$ cat config.mk
export PLATFORM = sky130hd
export DESIGN_NAME = worker_pool_autoscaler
export DESIGN_NICKNAME = d
export VERILOG_FILES = /design/src/rtl/wpa_pkg.sv /design/src/rtl/worker_pool_autoscaler.sv
export SDC_FILE = /design/constraint.sdc
export NUM_CORES = 1
export LEC_CHECK = 0
export BUFFER_PORTS_ARGS = -buffer_cell sky130_fd_sc_hd__buf_2
export CAP_MARGIN = 10
export CORE_MARGIN = 5
export CORE_UTILIZATION = 50
export DETAILED_ROUTE_END_ITERATION = 12
export GPL_TIMING_DRIVEN = 0
export PLACE_DENSITY = 0.67
export REMOVE_ABC_BUFFERS = 1
export SYNTH_ARGS = -nofsm -noshare
export SYNTH_HDL_FRONTEND = slang
export SYNTH_SLANG_ARGS = --single-unit
export TNS_END_PERCENT = 20
$ cat constraint.sdc
create_clock -name clock -period 13 [get_ports clock]
set_input_delay 1.95 -clock clock [delete_from_list [all_inputs] [get_ports clock]]
set_output_delay 1.95 -clock clock [all_outputs]
set_load 0.1 [all_outputs]
$ cat src/rtl/wpa_pkg.sv
// wpa_pkg: shared types and constants for the worker pool autoscaler
// no dependencies; imported by worker_pool_autoscaler and wpa_checker
`default_nettype none

package wpa_pkg;

   localparam int unsigned DEFAULT_MAX_WORKERS = 8;

   // up threshold used for worker counts that never scale up
   localparam logic [19:0] NO_SCALE_THRESHOLD = 20'd999999;

   localparam int unsigned REQ_DATA_W = 88;
   localparam int unsigned RSP_DATA_W = 16;
   localparam int unsigned CSR_INDEX_W = 4;
   localparam int unsigned CSR_DATA_W = 32;

   // reset values of the configuration registers, the worker count and the active slots
   localparam logic [15:0] RST_UP_THR_TWO   = 16'd10;
   localparam logic [15:0] RST_UP_THR_THREE = 16'd20;
   localparam logic [15:0] RST_UP_THR_FOUR  = 16'd30;
   localparam logic [31:0] RST_COOLDOWN     = 32'd1000000;
   localparam logic [15:0] RST_DOWN_THR     = 16'd2;
   localparam logic [31:0] RST_DOWN_WAIT    = 32'd2000000;
   localparam logic [31:0] RST_IDLE_TIMEOUT = 32'd1000000;
   localparam logic [5:0]  RST_MIN_WORKERS  = 6'd2;
   localparam logic [5:0]  RST_WORKER_COUNT = 6'd2;
   localparam logic [5:0]  RST_ACTIVE_SLOTS = 6'd2;

   typedef enum logic [CSR_INDEX_W-1:0] {
      CSR_UP_THR_TWO   = 4'd0,
      CSR_UP_THR_THREE = 4'd1,
      CSR_UP_THR_FOUR  = 4'd2,
      CSR_COOLDOWN     = 4'd3,
      CSR_DOWN_THR     = 4'd4,
      CSR_DOWN_WAIT    = 4'd5,
      CSR_IDLE_TIMEOUT = 4'd6,
      CSR_MIN_WORKERS  = 4'd7
   } csr_index_type;

   typedef enum logic {
      ACT_TICK   = 1'b0,
      ACT_STATUS = 1'b1
   } action_type;

   typedef enum logic [1:0] {
      DEC_NONE = 2'd0,
      DEC_UP   = 2'd1,
      DEC_DOWN = 2'd2
   } decision_type;

   typedef enum logic [2:0] {
      ST_IDLE,
      ST_EVAL,
      ST_SCAN_RD,
      ST_SCAN_CHK,
      ST_DONE
   } state_type;

endpackage

`default_nettype wire

$ cat src/rtl/worker_pool_autoscaler.sv
// worker_pool_autoscaler: slot table in two small memories, tick sequencer and result register
// depends on wpa_pkg
`default_nettype none

// Threshold autoscaler for a pool of up to MAX_WORKERS worker slots. A status item
// (req_tuser = 1) rewrites one slot's idle flag and completion time and gives no result.
// A tick item (req_tuser = 0) gives exactly one result: the block accepts it, evaluates
// scale-up and the low-queue timer, then, only when a scale-down is tried, scans the
// slots from count-1 down to min_workers (read the slot memories, then check), and last
// loads the result register, waiting there while an earlier result is still stalled.
// A tick can end before any scan. The scan reads the slot memories one slot at a time.
// The block takes one item at a time and takes the next one while a finished result
// still waits on rsp_tvalid. Slot memories need no clearing pass: per-slot valid bits
// make unwritten slots read as their reset values.
module worker_pool_autoscaler #(
   parameter int unsigned MAX_WORKERS = wpa_pkg::DEFAULT_MAX_WORKERS
) (
   input  wire                                  clock,
   input  wire                                  reset,
   input  wire                                  req_tvalid,
   output logic                                 req_tready,
   // queue_len[15:0], now_us[47:16], worker_index[52:48], worker_idle[53],
   // done_time_us[85:54], zero fill
   input  wire  [wpa_pkg::REQ_DATA_W-1:0]       req_tdata,
   // action[0]
   input  wire                                  req_tuser,
   output logic                                 rsp_tvalid,
   input  wire                                  rsp_tready,
   // decision[1:0], worker_count[7:2], changed_slot[12:8], zero fill
   output logic [wpa_pkg::RSP_DATA_W-1:0]       rsp_tdata,
   input  wire                                  csr_valid,
   output logic                                 csr_ready,
   input  wire  [wpa_pkg::CSR_INDEX_W-1:0]      csr_index,
   input  wire  [wpa_pkg::CSR_DATA_W-1:0]       csr_data
);
   import wpa_pkg::*;

   localparam int unsigned IDX_W = (MAX_WORKERS > 1) ? $clog2(MAX_WORKERS) : 1;
   localparam logic [5:0] MAX_CNT = 6'(MAX_WORKERS);

   // configuration registers
   logic [15:0] up_two_ff, up_three_ff, up_four_ff, down_thr_ff;
   logic [31:0] cooldown_ff, down_wait_ff, idle_timeout_ff;
   logic [5:0]  min_workers_ff;

   // control state
   state_type        state_ff, state_in;
   logic [5:0]       count_ff, count_in;
   logic [31:0]      last_ff, last_in;
   logic [31:0]      lqs_ff, lqs_in;
   logic [MAX_WORKERS-1:0] act_vld_ff, act_vld_in;
   logic [MAX_WORKERS-1:0] stat_vld_ff, stat_vld_in;
   logic [5:0]       scan_ff, scan_in;
   logic             found_ff, found_in;
   logic             rsp_valid_ff, rsp_valid_in;

   // payload registers
   logic [15:0]      q_ff, q_in;
   logic [31:0]      now_ff, now_in;
   logic [IDX_W-1:0] cand_ff, cand_in;
   logic [IDX_W-1:0] addr_ff, addr_in;
   decision_type     res_dec_ff, res_dec_in;
   logic [5:0]       res_cnt_ff, res_cnt_in;
   logic [4:0]       res_slot_ff, res_slot_in;
   decision_type     out_dec_ff, out_dec_in;
   logic [5:0]       out_cnt_ff, out_cnt_in;
   logic [4:0]       out_slot_ff, out_slot_in;

   // slot memories: active flag, and {idle, last done time}
   logic             act_mem [MAX_WORKERS];
   logic [32:0]      stat_mem [MAX_WORKERS];
   logic             act_rd_ff;
   logic [32:0]      stat_rd_ff;
   logic             act_we, act_wd;
   logic [IDX_W-1:0] act_wa;
   logic             stat_we;
   logic [IDX_W-1:0] stat_wa;
   logic [32:0]      stat_wd;
   logic [IDX_W-1:0] rd_addr;
   logic [5:0]       rd_full;

   // request fields
   logic [15:0] f_queue;
   logic [31:0] f_now, f_done;
   logic [4:0]  f_index;
   logic        f_idle;
   logic        req_fire;

   // evaluation terms
   logic [31:0] since_scale, since_low, since_done;
   logic        cooled;
   logic [19:0] up_thr;
   logic        act_bit, idle_bit, hit, aged;
   logic [31:0] done_val;

   assign f_queue = req_tdata[15:0];
   assign f_now   = req_tdata[47:16];
   assign f_index = req_tdata[52:48];
   assign f_idle  = req_tdata[53];
   assign f_done  = req_tdata[85:54];

   assign req_tready = (state_ff == ST_IDLE);
   assign req_fire   = req_tvalid && req_tready;
   assign csr_ready  = 1'b1;
   assign rsp_tvalid = rsp_valid_ff;
   assign rsp_tdata  = {3'b000, out_slot_ff, out_cnt_ff, out_dec_ff};

   assign rd_full = scan_ff - 6'd1;
   assign rd_addr = rd_full[IDX_W-1:0];

   assign since_scale = now_ff - last_ff;
   assign since_low   = now_ff - lqs_ff;
   assign cooled      = (since_scale >= cooldown_ff);

   always_comb begin
      case (count_ff)
         6'd2:    up_thr = {4'd0, up_two_ff};
         6'd3:    up_thr = {4'd0, up_three_ff};
         6'd4:    up_thr = {4'd0, up_four_ff};
         default: up_thr = NO_SCALE_THRESHOLD;
      endcase
   end

   // unwritten slots read as their reset values
   assign act_bit  = act_vld_ff[addr_ff] ? act_rd_ff : (6'(addr_ff) < RST_ACTIVE_SLOTS);
   assign idle_bit = stat_vld_ff[addr_ff] ? stat_rd_ff[32] : 1'b1;
   assign done_val = stat_vld_ff[addr_ff] ? stat_rd_ff[31:0] : 32'd0;
   assign since_done = now_ff - done_val;
   assign hit  = act_bit && idle_bit;
   assign aged = (since_done >= idle_timeout_ff);

   always_comb begin
      state_in     = state_ff;
      count_in     = count_ff;
      last_in      = last_ff;
      lqs_in       = lqs_ff;
      act_vld_in   = act_vld_ff;
      stat_vld_in  = stat_vld_ff;
      scan_in      = scan_ff;
      found_in     = found_ff;
      rsp_valid_in = rsp_valid_ff;
      q_in         = q_ff;
      now_in       = now_ff;
      cand_in      = cand_ff;
      addr_in      = addr_ff;
      res_dec_in   = res_dec_ff;
      res_cnt_in   = res_cnt_ff;
      res_slot_in  = res_slot_ff;
      out_dec_in   = out_dec_ff;
      out_cnt_in   = out_cnt_ff;
      out_slot_in  = out_slot_ff;
      act_we       = 1'b0;
      act_wa       = count_ff[IDX_W-1:0];
      act_wd       = 1'b1;
      stat_we      = 1'b0;
      stat_wa      = f_index[IDX_W-1:0];
      stat_wd      = {f_idle, f_done};

      if (rsp_valid_ff && rsp_tready) begin
         rsp_valid_in = 1'b0;
      end

      case (state_ff)
         ST_IDLE: begin
            if (req_fire) begin
               if (req_tuser == ACT_STATUS) begin
                  // out-of-range slots are dropped
                  if (6'(f_index) < MAX_CNT) begin
                     stat_we = 1'b1;
                     stat_vld_in[f_index[IDX_W-1:0]] = 1'b1;
                  end
               end else begin
                  q_in     = f_queue;
                  now_in   = f_now;
                  state_in = ST_EVAL;
               end
            end
         end
         ST_EVAL: begin
            res_dec_in  = DEC_NONE;
            res_cnt_in  = count_ff;
            res_slot_in = 5'd0;
            state_in    = ST_DONE;
            if ((count_ff < MAX_CNT) && cooled && ({4'd0, q_ff} >= up_thr)) begin
               act_we      = 1'b1;
               act_wa      = count_ff[IDX_W-1:0];
               act_wd      = 1'b1;
               act_vld_in[count_ff[IDX_W-1:0]] = 1'b1;
               count_in    = count_ff + 6'd1;
               last_in     = now_ff;
               lqs_in      = 32'd0;
               res_dec_in  = DEC_UP;
               res_cnt_in  = count_ff + 6'd1;
               res_slot_in = count_ff[4:0];
            end else if ((count_ff > min_workers_ff) && cooled) begin
               if (q_ff >= down_thr_ff) begin
                  lqs_in = 32'd0;
               end else if (lqs_ff == 32'd0) begin
                  // a start at time zero leaves the timer stopped
                  lqs_in = now_ff;
               end else if (since_low >= down_wait_ff) begin
                  scan_in  = count_ff;
                  found_in = 1'b0;
                  state_in = ST_SCAN_RD;
               end
            end
         end
         ST_SCAN_RD: begin
            addr_in  = rd_addr;
            state_in = ST_SCAN_CHK;
         end
         ST_SCAN_CHK: begin
            if (hit && aged) begin
               // remove the highest active idle slot seen so far
               act_we      = 1'b1;
               act_wa      = found_ff ? cand_ff : addr_ff;
               act_wd      = 1'b0;
               act_vld_in[act_wa] = 1'b1;
               count_in    = count_ff - 6'd1;
               last_in     = now_ff;
               lqs_in      = 32'd0;
               res_dec_in  = DEC_DOWN;
               res_cnt_in  = count_ff - 6'd1;
               res_slot_in = 5'(act_wa);
               state_in    = ST_DONE;
            end else begin
               if (hit && !found_ff) begin
                  cand_in  = addr_ff;
                  found_in = 1'b1;
               end
               scan_in = scan_ff - 6'd1;
               if (scan_in > min_workers_ff) begin
                  state_in = ST_SCAN_RD;
               end else begin
                  state_in = ST_DONE;
               end
            end
         end
         ST_DONE: begin
            if (!rsp_valid_ff || rsp_tready) begin
               rsp_valid_in = 1'b1;
               out_dec_in   = res_dec_ff;
               out_cnt_in   = res_cnt_ff;
               out_slot_in  = res_slot_ff;
               state_in     = ST_IDLE;
            end
         end
         default: begin
            state_in = ST_IDLE;
         end
      endcase
   end

   always_ff @(posedge clock) begin
      if (reset) begin
         state_ff     <= ST_IDLE;
         count_ff     <= RST_WORKER_COUNT;
         last_ff      <= 32'd0;
         lqs_ff       <= 32'd0;
         act_vld_ff   <= '0;
         stat_vld_ff  <= '0;
         scan_ff      <= 6'd0;
         found_ff     <= 1'b0;
         rsp_valid_ff <= 1'b0;
      end else begin
         state_ff     <= state_in;
         count_ff     <= count_in;
         last_ff      <= last_in;
         lqs_ff       <= lqs_in;
         act_vld_ff   <= act_vld_in;
         stat_vld_ff  <= stat_vld_in;
         scan_ff      <= scan_in;
         found_ff     <= found_in;
         rsp_valid_ff <= rsp_valid_in;
      end
   end

   always_ff @(posedge clock) begin
      q_ff        <= q_in;
      now_ff      <= now_in;
      cand_ff     <= cand_in;
      addr_ff     <= addr_in;
      res_dec_ff  <= res_dec_in;
      res_cnt_ff  <= res_cnt_in;
      res_slot_ff <= res_slot_in;
      out_dec_ff  <= out_dec_in;
      out_cnt_ff  <= out_cnt_in;
      out_slot_ff <= out_slot_in;
   end

   always_ff @(posedge clock) begin
      if (act_we) begin
         act_mem[act_wa] <= act_wd;
      end
      act_rd_ff <= act_mem[rd_addr];
   end

   always_ff @(posedge clock) begin
      if (stat_we) begin
         stat_mem[stat_wa] <= stat_wd;
      end
      stat_rd_ff <= stat_mem[rd_addr];
   end

   always_ff @(posedge clock) begin
      if (reset) begin
         up_two_ff       <= RST_UP_THR_TWO;
         up_three_ff     <= RST_UP_THR_THREE;
         up_four_ff      <= RST_UP_THR_FOUR;
         cooldown_ff     <= RST_COOLDOWN;
         down_thr_ff     <= RST_DOWN_THR;
         down_wait_ff    <= RST_DOWN_WAIT;
         idle_timeout_ff <= RST_IDLE_TIMEOUT;
         min_workers_ff  <= RST_MIN_WORKERS;
      end else if (csr_valid && csr_ready) begin
         case (csr_index)
            CSR_UP_THR_TWO:   up_two_ff       <= csr_data[15:0];
            CSR_UP_THR_THREE: up_three_ff     <= csr_data[15:0];
            CSR_UP_THR_FOUR:  up_four_ff      <= csr_data[15:0];
            CSR_COOLDOWN:     cooldown_ff     <= csr_data;
            CSR_DOWN_THR:     down_thr_ff     <= csr_data[15:0];
            CSR_DOWN_WAIT:    down_wait_ff    <= csr_data;
            CSR_IDLE_TIMEOUT: idle_timeout_ff <= csr_data;
            CSR_MIN_WORKERS:  min_workers_ff  <= csr_data[5:0];
            default: ;
         endcase
      end
   end

endmodule

`default_nettype wire

# Word level (Yosys, flattened, before mapping)
# Memories as Yosys holds them, arrays and structs flattened. A register that Yosys moved wholly into a read port is not among the register bits.
# Cells that the tools add are included.
# op_classes
addsub	6
mux	80
magnitude_cmp	17
n_eq_ne	28
n_reduce_logical	36
n_bitwise	5
# op_table
cell	n
two-way mux 32 bit	8
case mux 32 bit (2 select lines)	2
>= comparator 32 bit	3
subtractor 32 bit	3
case mux 20 bit (3 select lines)	1
two-way mux 6 bit	8
two-way mux 3 bit	13
zero test 32 bit	1
two-way mux 1 bit	30
bitwise OR 8 bit	3
case mux 6 bit (2 select lines)	2
!= test 2 bit, second input constant	11
>= comparator 16 x 20 -> 1 bit	1
AND reduction 2 bit	10
equality test 4 x 3 -> 1 bit, second input constant	4
>= comparator 16 bit	1
< comparator 3 x 4 -> 1 bit, second input constant	4
two-way mux 8 bit	2
case mux 8 bit (2 select lines)	1
case mux 3 bit (5 select lines)	1
equality test 6 x 2 -> 1 bit, second input constant	2
> comparator 6 bit	2
AND reduction 3 bit	4
subtractor 6 x 1 -> 6 bit, second input constant	2
31 further kinds	53
# totals
out_inout_bits	19
inputBits	130
memories	2
regBits	343
elab_cells	201
ramBits	272
# mem_list
name	words	width	rd	rd_clocked_by_memory_dff	wr	line	rtl
stat_mem	8	33	1	1	1	worker_pool_autoscaler.sv:71	logic [32:0] stat_mem [MAX_WORKERS];
act_mem	8	1	1	1	1	worker_pool_autoscaler.sv:70	logic act_mem [MAX_WORKERS];

# Longest topological paths before layout
# logic_depth
word_depth	10
ltp_mapped	30
ltp_nobuf	28

# Least setup slack after synthesis
# OpenSTA, ideal clock, no wires.
# synth_timing
kind	reg2reg
from	reg addr_ff[0]
to	mem act_mem[5] (enable)
path_stages_with_launch	27
required_time_ns	12.693
path_slack_ns	6.337
n_path_buf	3
arrival_ns	6.356
setup_time_ns	0.307
period_less_slack_ns	6.663
path_cell_list	edfxtp_1 -> buf_2 -> mux4_2 -> mux2_2 -> clkbuf_1 -> nand2_1 -> ha_1 -> clkbuf_1 -> a21o_1 -> a21oi_1 -> o221ai_1 -> a22o_1 -> a311oi_2 -> a21oi_1 -> a221oi_1 -> o21ai_1 -> a21oi_1 -> xnor2_1 -> ha_1 -> nand4_1 -> or4_1 -> o211ai_1 -> a31o_2 -> a21oi_2 -> nor2_1 -> o21ai_0 -> a21oi_1
# synth_between
elab_chain_len	10
word_cells_on_any_way	19
cone_classes	1 x add/sub; 2 x order compare; 14 x mux; 2 x reduce/logical
# synth_lines
item	line	rtl
start, declared	worker_pool_autoscaler.sv:61	logic [IDX_W-1:0] addr_ff, addr_in;
start signal, assigned	worker_pool_autoscaler.sv:282	addr_ff <= addr_in;
binary-select mux 1 bit (select 3 bit)	worker_pool_autoscaler.sv:126, worker_pool_autoscaler.sv:127	
two-way mux 1 bit (not written as such)	worker_pool_autoscaler.sv:126, worker_pool_autoscaler.sv:127	
two-way mux 32 bit	worker_pool_autoscaler.sv:127	assign done_val = stat_vld_ff[addr_ff] ? stat_rd_ff[31:0] : 32'd0;
subtractor 32 bit	worker_pool_autoscaler.sv:128	assign since_done = now_ff - done_val;
>= comparator 32 bit	worker_pool_autoscaler.sv:130	assign aged = (since_done >= idle_timeout_ff);
logical AND 1 bit	worker_pool_autoscaler.sv:213	if (hit && aged) begin
two-way mux 1 bit	worker_pool_autoscaler.sv:213	
case mux 1 bit (2 select lines)	worker_pool_autoscaler.sv:163	case (state_ff)
two-way mux 1 bit	worker_pool_autoscaler.sv:292	if (act_we) begin
two-way mux 1 bit (not written as such)	worker_pool_autoscaler.sv:293	act_mem[act_wa] <= act_wd;
end, declared	worker_pool_autoscaler.sv:70	
# Parallel ways exist; a longest one is shown, timed or not. The select of a mux whose other input is x is not followed.

# Worst setup path after layout
# layout_timing
from	reg addr_ff[0]
to	reg last_ff[30]
# layout_between
elab_chain_len	8
word_cells_on_any_way	14
cone_classes	1 x add/sub; 2 x order compare; 1 x eq/ne; 7 x mux; 3 x reduce/logical
# layout_lines
item	line	rtl
binary-select mux 1 bit (select 3 bit)	worker_pool_autoscaler.sv:126, worker_pool_autoscaler.sv:127	
two-way mux 1 bit (not written as such)	worker_pool_autoscaler.sv:126, worker_pool_autoscaler.sv:127	
two-way mux 32 bit	worker_pool_autoscaler.sv:127	
subtractor 32 bit	worker_pool_autoscaler.sv:128	
>= comparator 32 bit	worker_pool_autoscaler.sv:130	
logical AND 1 bit *	worker_pool_autoscaler.sv:213	
!= test 2 bit (no line) *	-	
AND reduction 3 bit (no line) *	-	
end signal, assigned	worker_pool_autoscaler.sv:268	last_ff <= last_in;
end, declared	worker_pool_autoscaler.sv:49	logic [31:0] last_ff, last_in;
# Mark *: on every way between the ends. The rest lies on a longest branch, timed or not. The select of a mux whose other input is x is not followed.
# A chain may end at the register's enable or synchronous reset.

==> results.cfg <==
[setup_path]
regToRegStartpoint = addr_ff[0]
crit_required_ns = 13.50
arrival_ns = 9.17
ff2ff_setup_slack_ns = 4.33
cp-start-kind = flop
worst_setup_path_end_kind = flop
reg2regPathDepth = 28
crit_type = reg -> reg
cpMaxStageDelayCell = a211oi_4
path_common_cell = a21oi_1
slowest_delay_ns = 0.82
crit_fanout = 33
crit_start = addr_ff[0]
r2r_end = last_ff[30]

[power]
vdd_ir_drop_max_uv = 105
report.power.total_mw = 4.65
powerDensity_nw_per_um2 = 128
share_comb_of_total_power = 0.087
p_seq_frac = 0.474
p_leak_nw = 13.1
clkPwrFrac = 0.439
power.internal_mw = 3.55
switching_share = 0.237
p_sw_mw = 1.10

[route]
ant_nets = 0
vias = 22554
totalWireLength_mm = 77.7
drc = 0
routedWlPerCell_um = 19.4
first_pass_iters = 7
drt_iter0_drc = 1646
vias_per_cell = 5.63

[clocking]
clockRootBuffer = clkbuf_16
hold_buffers = 0
post_cts_resized = 0
numCtsBuffers = 71
cts_buffer_depth = 3
cts.sinks = 649
clk_latency_ns = 0.63
post_cts_buffers = 0
cts_tree = yes
cts.htree.levels = 3
path_clk_slew_ns = 0.06

[timing]
tns_ns = 0
hold_viol_final = 0
grt_setup_unrepaired = no
relSlewSlack = 0.285
max_freq_ghz = 0.115
holdWs_ns = 0.417
final_max_slew_viol_count = 0
period_share = 0.667
fin_crit_ns = 8.67
worst_pin_slew_ns = 1.07
setup_viol = 0
clock_skew_ns = 0.0372

[placement]
place_hpwl_mm = 56.2
place_area_um2 = 34100
io_buffers = 142
gp_congestion = 0.876

[synthesis]
ys_seq_elements = 649
async_flop_share = 0
ys_warn_count = 0
yosys.area.top_type = edfxtp_1
synth_cells = 2966
syn_avg_cell_area_um2 = 10.9
yosysSeqAreaShare = 0.513
synth_cell_types = 85
synthTopCellsByArea = edfxtp_1 33%, dfxtp_1 18%, ha_1 9.3%, nand2_1 5.3%, mux4_2 5.0%
ys.flop_type = edfxtp_1
synth_edf_count = 352
synth_top_area_share = 0.328
synth_area_um2 = 32200

[die]
die_w_um = 264
io-pin-count = 149
die_area_um2 = 69600
fp.dieH_um = 264
rows = 93
coreArea_um2 = 64100
start_util = 0.502

[grt]
grt_max_degree = 104
antenna_found_initial = 8
grt_pass1_vias = 22667
track_usage = 0.218
grt-ovfl-total = 0
grt_pass1_wl_mm = 123

[final_layout]
layout_common_cells = 458 x nand2_1, 352 x edfxtp_1, 296 x dfxtp_1
final_cell_area_um2 = 36500
drive_above_1_share = 0.138
syn_to_final_growth_pct = 13.2
fillerInstances = 5263
mostFrequentLayoutCell = nand2_1
nets = 3459

[hold_path]
worstHoldPathCells = 0
hold_path_end = out_slot_ff[4]
hp-class = reg -> reg
hp-start = res_slot_ff[4]

[outcome]
status = completed

[flow_run]
drv_cap = 0
## per-layer routing
metal | GRT usage | vias to the layer above | part of all wire
met1 | 0.288 | 10864 | 0.43
met3 | 0.0354 | 123 | 0.059
met2 | 0.376 | 675 | 0.49
met5 | 0 | - | 0.00053
met4 | 0.0627 | 6 | 0.022
li1 | - | 10886 | -
## per-stage QoR
| step | utilization | setup WS [ns] | std cells |
|---|---|---|---|
| 6_report | 0.569 | 4.33 | 4003 |
| 5_1_grt | 0.569 | 3.85 | 4000 |
| 4_1_cts | 0.569 | 4.25 | 3998 |
| 3_5_place_dp | 0.531 | 4.26 | 3868 |
| 3_3_place_gp | 0.521 | 2.12 | 3836 |
| 2_1_floorplan | - | 4.90 | 2839 |
## power groups by stage
stage	clock network (mW)	logic, mW	registers, mW
3_5_place_dp	0	0.401	2.25
4_1_cts	2.08	0.404	2.21
5_1_grt	2.17	0.449	2.21
3_3_place_gp	0	0.379	2.25
6_report	2.04	0.404	2.21
2_1_floorplan	0	0.258	2.25
## layout make-up
type,instances,area (µm²),share of cell area
Timing Repair Buffer,174,1210,0.0332
Sequential cell,649,16500,0.453
Tap cell,855,1070,0.0293
Clock buffer,104,2040,0.0560
Antenna cell,5,12.5,0.000343
Clock inverter,26,363,0.00995
Inverter,232,871,0.0239
Multi-Input combinational cell,1958,14400,0.394
## synthesized netlist by cell type, drive strengths merged, types with 6 or more instances
library cell,count
mux4,71
buf,35
nand4,35
nor2,144
or4,6
or3,11
a21boi,7
inv,229
and2,9
nor2b,24
a21oi,251
xor2,23
and3,14
o21bai,20
o21a,25
nand3,37
mux2i,78
clkbuf,96
dfxtp,297
a31oi,16
a211oi,12
mux2,38
nand2b,20
nor4,12
o21ai,71
a31o,6
ha,240
xnor2,71
a221oi,7
nand2,459
o31ai,7
a21o,92
a222oi,16
o211ai,31
nor3,30
edfxtp,352
## worst max path at each step
stage / endpoint / slack [ns] / depth (start not counted)
2_1_floorplan: act_mem[1] / 4.90 / 24
3_3_place_gp: act_mem[6] / 2.12 / 26
3_5_place_dp: last_ff[24] / 4.26 / 28
4_1_cts: last_ff[18] / 4.25 / 28
5_1_grt: last_ff[26] / 3.85 / 28
6_report: last_ff[30] / 4.33 / 28
## worst max-delay path, delay by kind of cell (launching register included)
| family | cells | cell delay, ns |
|---|---|---|
| AND/OR/NAND/NOR | 4 | 1.16 |
| XOR/XNOR | 1 | 0.12 |
| AO/OA/AOI/OAI | 14 | 4.07 |
| flip-flops | 1 | 0.58 |
| adder cells (fa/ha/maj) | 3 | 0.84 |
| buffers and inverters | 3 | 0.54 |
| multiplexers | 3 | 1.19 |
## sequential cells by signal, indices dropped and copies added (netlist names), 32 cells and up
name and cells:
stat_mem 264, stat_rd_ff 33, cooldown_ff 32, down_wait_ff 32, idle_timeout_ff 32, last_ff 32
lqs_ff 32, now_ff 32
## cells by family after synthesis
kind of cell	after synthesis	synth area share
mux	187	0.0872
other cells	2	0.000233
compound gates	606	0.121
simple gates	822	0.113
flops	649	0.513
buf+inv	363	0.0448
fa+ha+maj	243	0.0951
xor+xnor	94	0.0256
No activity file was read; power rests on OpenSTA's default activity.
